**config.mk**
```make
export PLATFORM = sky130hd
export DESIGN_NAME = fxu_front
export DESIGN_NICKNAME = d
export VERILOG_FILES = /design/src/sv/ppc64_fixed_point_unit_top_macros.svh /design/src/sv/fxu_pkg.sv /design/src/sv/fxu_front.sv
export SDC_FILE = /design/constraint.sdc
export NUM_CORES = 1
export LEC_CHECK = 0
export BUFFER_PORTS_ARGS = -buffer_cell sky130_fd_sc_hd__clkbuf_2
export CAP_MARGIN = 10
export CORE_UTILIZATION = 45
export CTS_CLUSTER_SIZE = 40
export DETAILED_ROUTE_END_ITERATION = 7
export PLACE_DENSITY = 0.7
export SYNTH_ARGS = -nofsm -noshare
export SYNTH_HDL_FRONTEND = slang
export SYNTH_SLANG_ARGS = --single-unit
```
**constraint.sdc**
```tcl
create_clock -name clk_i -period 11.7 [get_ports clk_i]
set_input_delay 2.34 -clock clk_i [delete_from_list [all_inputs] [get_ports clk_i]]
set_output_delay 2.34 -clock clk_i [all_outputs]
set_load 0.1 [all_outputs]
```
**src/sv/ppc64_fixed_point_unit_top_macros.svh**
```systemverilog
// ----------------------------------------------------------------------------
// Fixed-point unit assertion macros
// Shared concurrent assertion helpers for the fixed-point unit.
// ----------------------------------------------------------------------------
`ifndef PPC64_FIXED_POINT_UNIT_TOP_MACROS_SVH
`define PPC64_FIXED_POINT_UNIT_TOP_MACROS_SVH
`ifndef NO_ASSERTIONS
`define FXU_ASSERT(lbl, clk, rstn, prop, msg) \
  lbl: assert property (@(posedge clk) disable iff (!rstn) prop) else $error(msg);
`define FXU_ASSERT_NEVER(lbl, clk, rstn, expr, msg) \
  lbl: assert property (@(posedge clk) disable iff (!rstn) !(expr)) else $error(msg);
`else
`define FXU_ASSERT(lbl, clk, rstn, prop, msg)
`define FXU_ASSERT_NEVER(lbl, clk, rstn, expr, msg)
`endif
`endif

```
**src/sv/fxu_pkg.sv**
```systemverilog
// ----------------------------------------------------------------------------
// Fixed-point unit package
// Operation codes, the decoded instruction word and shared helpers.
// ----------------------------------------------------------------------------
package fxu_pkg;

  typedef enum logic [5:0] {
    OP_ADD = 6'd0, OP_ADDI = 6'd1, OP_ADDIC = 6'd2, OP_ADDIC_RC = 6'd3,
    OP_ADDIS = 6'd4, OP_AND = 6'd5, OP_ANDC = 6'd6, OP_ANDI = 6'd7,
    OP_ANDIS = 6'd8, OP_CMP = 6'd9, OP_CMPI = 6'd10, OP_CMPL = 6'd11,
    OP_CMPLI = 6'd12, OP_CNTLZW = 6'd13, OP_DIVDU = 6'd14, OP_EXTSB = 6'd15,
    OP_EXTSH = 6'd16, OP_EXTSW = 6'd17, OP_MFCR = 6'd18, OP_MTCRF = 6'd19,
    OP_MULLI = 6'd20, OP_MULLD = 6'd21, OP_MULLW = 6'd22, OP_MULHDU = 6'd23,
    OP_NEG = 6'd24, OP_NOR = 6'd25, OP_ORI = 6'd26, OP_ORIS = 6'd27,
    OP_OR = 6'd28, OP_RLDIC = 6'd29, OP_RLDCR = 6'd30, OP_RLDICL = 6'd31,
    OP_RLDICR = 6'd32, OP_RLDIMI = 6'd33, OP_RLWIMI = 6'd34, OP_RLWNM = 6'd35,
    OP_RLWINM = 6'd36, OP_SLD = 6'd37, OP_SLW = 6'd38, OP_SRAD = 6'd39,
    OP_SRADI = 6'd40, OP_SRAWI = 6'd41, OP_SRD = 6'd42, OP_SRW = 6'd43,
    OP_SUBFC = 6'd44, OP_SUBF = 6'd45, OP_SUBFE = 6'd46, OP_SUBFIC = 6'd47,
    OP_XORI = 6'd48, OP_XORIS = 6'd49, OP_XOR = 6'd50
  } op_e;

  // Highest defined operation code; codes above it do nothing.
  localparam logic [5:0] OpLast = 6'd50;
  localparam int unsigned QueueDepth = 2;

  // One classified instruction as it crosses from front to back.
  typedef struct packed {
    logic [5:0]  action;
    logic        valid_op;
    logic [4:0]  dest_index;
    logic [4:0]  src_a_index;
    logic [4:0]  src_b_index;
    logic [15:0] immediate;
    logic [5:0]  shift_amount;
    logic [5:0]  mask_begin;
    logic [5:0]  mask_end;
    logic [2:0]  cr_field;
    logic        long_compare;
    logic        record;
    logic [7:0]  field_mask;
  } instr_t;

  // Mask from big-endian bit b to bit e, wrapping when b > e.
  function automatic logic [63:0] mask64(input logic [5:0] b, input logic [5:0] e);
    logic [63:0] hi;
    logic [63:0] lo;
    hi = {64{1'b1}} >> b;
    lo = {64{1'b1}} << (6'd63 - e);
    return (b <= e) ? (hi & lo) : (hi | lo);
  endfunction

endpackage

```
**src/sv/fxu_front.sv**
```systemverilog
// ----------------------------------------------------------------------------
// Fixed-point unit front end
// Accepts instruction words, classifies them and queues them for the back end.
// ----------------------------------------------------------------------------
module fxu_front (
  input  logic               clk_i,
  input  logic               rst_ni,
  input  logic               push,
  output logic               full,
  input  logic [5:0]         action_i,
  input  logic [4:0]         dest_index_i,
  input  logic [4:0]         src_a_index_i,
  input  logic [4:0]         src_b_index_i,
  input  logic [15:0]        immediate_i,
  input  logic [5:0]         shift_amount_i,
  input  logic [5:0]         mask_begin_i,
  input  logic [5:0]         mask_end_i,
  input  logic [2:0]         cr_field_i,
  input  logic               long_compare_i,
  input  logic               record_i,
  input  logic [7:0]         field_mask_i,
  output logic               q_valid_o,
  output fxu_pkg::instr_t    q_instr_o,
  input  logic               q_take_i
);

  fxu_pkg::instr_t entry_q [fxu_pkg::QueueDepth];
  logic            wr_ptr_q, wr_ptr_d, rd_ptr_q, rd_ptr_d;
  logic [1:0]      cnt_q, cnt_d;
  logic            do_push, do_pop;
  fxu_pkg::instr_t incoming;

  assign full      = (cnt_q == 2'd2);
  assign q_valid_o = (cnt_q != 2'd0);
  assign do_push   = push && !full;
  assign do_pop    = q_take_i && q_valid_o;
  assign q_instr_o = entry_q[rd_ptr_q];

  always_comb begin
    incoming.action       = action_i;
    incoming.valid_op     = (action_i <= fxu_pkg::OpLast);
    incoming.dest_index   = dest_index_i;
    incoming.src_a_index  = src_a_index_i;
    incoming.src_b_index  = src_b_index_i;
    incoming.immediate    = immediate_i;
    incoming.shift_amount = shift_amount_i;
    incoming.mask_begin   = mask_begin_i;
    incoming.mask_end     = mask_end_i;
    incoming.cr_field     = cr_field_i;
    incoming.long_compare = long_compare_i;
    incoming.record       = record_i;
    incoming.field_mask   = field_mask_i;
    wr_ptr_d = do_push ? ~wr_ptr_q : wr_ptr_q;
    rd_ptr_d = do_pop ? ~rd_ptr_q : rd_ptr_q;
    cnt_d    = cnt_q + {1'b0, do_push} - {1'b0, do_pop};
  end

  always_ff @(posedge clk_i or negedge rst_ni) begin
    if (!rst_ni) begin
      wr_ptr_q <= 1'b0;
      rd_ptr_q <= 1'b0;
      cnt_q    <= 2'd0;
    end else begin
      wr_ptr_q <= wr_ptr_d;
      rd_ptr_q <= rd_ptr_d;
      cnt_q    <= cnt_d;
    end
  end

  always_ff @(posedge clk_i) begin
    if (do_push) begin
      entry_q[wr_ptr_q] <= incoming;
    end
  end

endmodule

```
==> Flow_metrics.wiki <==
{| class="wikitable"
! Metric !! Value
|-
| Syn_area_per_cell || 23.61 um2
|-
| Row count || 40
|-
| Setup violations, final || 0
|-
| Netlist area before placement || 0.005548 mm2
|-
| Shortest period the worst path allows || 5.042 ns
|-
| Synthesis-stage register bit count || 142
|-
| Max FO, Critical Path || 37
|-
| Worst hold path class || flip-flop to flip-flop
|-
| Worst hold path cell count || 1
|-
| DPL Wire Length || 5666 um
|-
| Count of unique library cells instantiated by Yosys || 17
|-
| Capturing point of the worst reg2reg path || entry_q[0][46]
|-
| ANT nets after route || 0
|-
| Max Cap Violations || 0
|-
| Critical path launch point type || flip-flop
|-
| Die W || 113.0 um
|-
| Critical setup path kind || flip-flop to output port
|-
| Layout net count || 464
|-
| Inserted Clock Buffers || 17
|-
| Clock-pin slew of the registers on the worst-case setup and hold paths || 0.05 ns
|-
| Data arrival at the endpoint of the critical path || 2.70 ns
|-
| FF-to-FF path depth || 4
|-
| Count of yosys warnings during synthesis || 0
|-
| Number of sinks handled by clock tree synthesis || 142
|-
| Overflow left after global routing || 0
|-
| Total number of H-tree levels || 4
|-
| 1st-iter DRT viols || 106
|-
| Net count of the mapped netlist || 309
|-
| Effective utilization at floorplan || 46.19%
|-
| Area of the core region || 0.01201 mm2
|-
| Worst Path Required || 9.36 ns
|-
| Total wire length || 8706 um
|-
| Buffer levels on the longest clock path || 2
|-
| Count of antenna diodes in the layout || 0
|-
| Top-level I/O count || 143
|-
| RSZ-0062 raised after global routing || no
|-
| Via count of the first global-routing pass || 2854
|-
| Clock insertion delay at the later pin of the skew report || 0.41 ns
|-
| Layout overhead on the synthesized area || 23.55%
|-
| Worst Tran Pin Value || 0.9805 ns
|-
| Final Cycle Share || 43.09%
|-
| Wire length of the first global-routing pass || 13480 um
|-
| Startpoint of the most critical hold path || cnt_q[0]
|-
| Worst slew margin relative to its limit || 34.63%
|-
| Worst Hold Endpoint || cnt_q[0]
|-
| Share of layout cells above drive strength 1 || 60.55%
|-
| Worst reg2reg path startpoint || cnt_q[1]
|-
| Count of final hold-check violations || 0
|-
| Setup Fix Bufs, Post-CTS || 0
|-
| Full die area || 0.01278 mm2
|-
| Synth Instances || 235
|-
| GR Util All Layers || 14.50%
|-
| Post-cts repair resize count || 0
|-
| Final Slew Violations || 0
|-
| Hold-fix buffer count after cts || 0
|-
| Detailed-route via count || 2601
|-
| Sequential element share of the synthesized area || 76.50%
|-
| Initial antenna violation count || 1
|-
| Global placer's final weighted congestion || 0.6587
|-
| Outcome || complete, no violations
|-
| Upper clock frequency limit || 198.3 MHz
|-
| Number of input and output port buffers inserted || 142
|-
| Remaining routing DRC violations || 0
|-
| Average via count per standard cell || 4.729
|-
| Register-to-register setup slack || 9.34 ns
|-
| Worst-case clock skew || 0.004441 ns
|-
| Length of the first detailed-routing pass in iterations || 4
|-
| Sort of element at the end of the critical path || output port
|-
| Die Ht || 113.0 um
|-
| Post-route setup TNS || 0 ns
|-
| CTS tree || yes
|-
| Largest net degree at the start of global routing || 70
|-
| Detail-routed net length per standard cell || 15.83 um
|-
| Root buf cell || clkbuf_16
|}
[flip-flops by register name (all words and copies together) (netlist names)]
name      flops
cnt_q         2
entry_q     138
rd_ptr_q      1
wr_ptr_q      1
[metal layers]
metal	global-route usage [%]	part of all wire (%)	up-vias
met2	23.31	48	106
met1	15.69	40	1236
met5	0	0.14	-
met3	7.820	9.5	18
li1	-	-	1239
met4	6.930	2.1	2
[cells in the mapped netlist]
cell type	number	area [um2]
and3_1	1	6.260
buf_12	7	140.1
edfxtp_1	138	4144
and2_4	1	8.760
dfrtp_1	4	100.1
or2_1	1	6.260
mux2_4	69	1036
nand2_1	1	3.750
nand2b_1	1	6.260
xor2_1	1	8.760
nor2_1	1	3.750
a211o_1	1	8.760
xnor2_1	3	26.28
inv_1	2	7.510
nand3_1	1	5.000
ha_1	2	25.02
buf_6	1	11.26
[area by class of cell]
| cell class | instances | area [um2] |
|---|---|---|
| inverters | 2 | 7.507 |
| repair buffers | 144 | 725.7 |
| multi-input cells | 83 | 1157 |
| fillers | 935 | 5157 |
| well taps | 147 | 183.9 |
| clock inverters | 14 | 102.6 |
| clock buffers | 18 | 429.2 |
| flip-flops and latches | 142 | 4248 |
[per-stage QoR]
step	setup slack, ns	hold WS, ns	util, %	std cells	area (um2)
2_1_floorplan	5.888	0.4608	-	235	5548
3_5_place_dp	7.055	0.5267	52.64	518	6322
5_1_grt	6.521	0.5691	57.06	550	6854
3_3_place_gp	7.066	0.4983	52.64	518	6322
4_1_cts	6.603	0.5391	57.06	550	6854
6_report	6.658	0.5385	57.06	550	6854
[cell families (layout without fill, tap and decap cells)]
group	Yosys count	after routing	synth area share [%]
compound gates	1	1	0.1579
xor+xnor	4	4	0.6316
fa+ha+maj	2	2	0.4510
buf+inv	10	178	2.864
flops	142	142	76.50
mux	69	69	18.67
simple gates	7	7	0.7217
[worst max path at each step]
stage / end / slack (ns) / startpoint / cells past startpoint
after floorplan: entry_q[0][0] / 5.89 / push / 2
after global placement: q_instr_o[44] / 7.07 / rd_ptr_q / 3
after detailed placement: q_instr_o[39] / 7.06 / rd_ptr_q / 3
after CTS: q_instr_o[39] / 6.60 / rd_ptr_q / 3
after global routing: q_instr_o[39] / 6.52 / rd_ptr_q / 3
final: q_instr_o[39] / 6.66 / rd_ptr_q / 3
[cells in the final DEF, fill, tap and decap left out]
cell and instances:
a211o_1 1, and2_4 1, and3_4 1, buf_4 2
bufinv_16 1, clkbuf_1 1, clkbuf_16 17, clkbuf_2 142
clkinv_1 4, clkinv_2 4, clkinvlp_4 5, dfrtp_1 3
dfrtp_4 1, edfxtp_1 138, ha_1 2, inv_1 2
mux2_4 69, nand2_1 1, nand2b_1 1, nand3_1 1
nor2_4 1, or2_1 1, xnor2_1 3, xor2_1 1
[critical path, cell delays in order (launching register included)]
cell      delay (ns)
dfrtp_4         0.86
buf_4           0.67
mux2_4          0.36
clkbuf_2        0.37
Power is left out: the tool's default activity adds up to more than one toggle a clock period on the data nets, which glitch-free logic cannot reach.
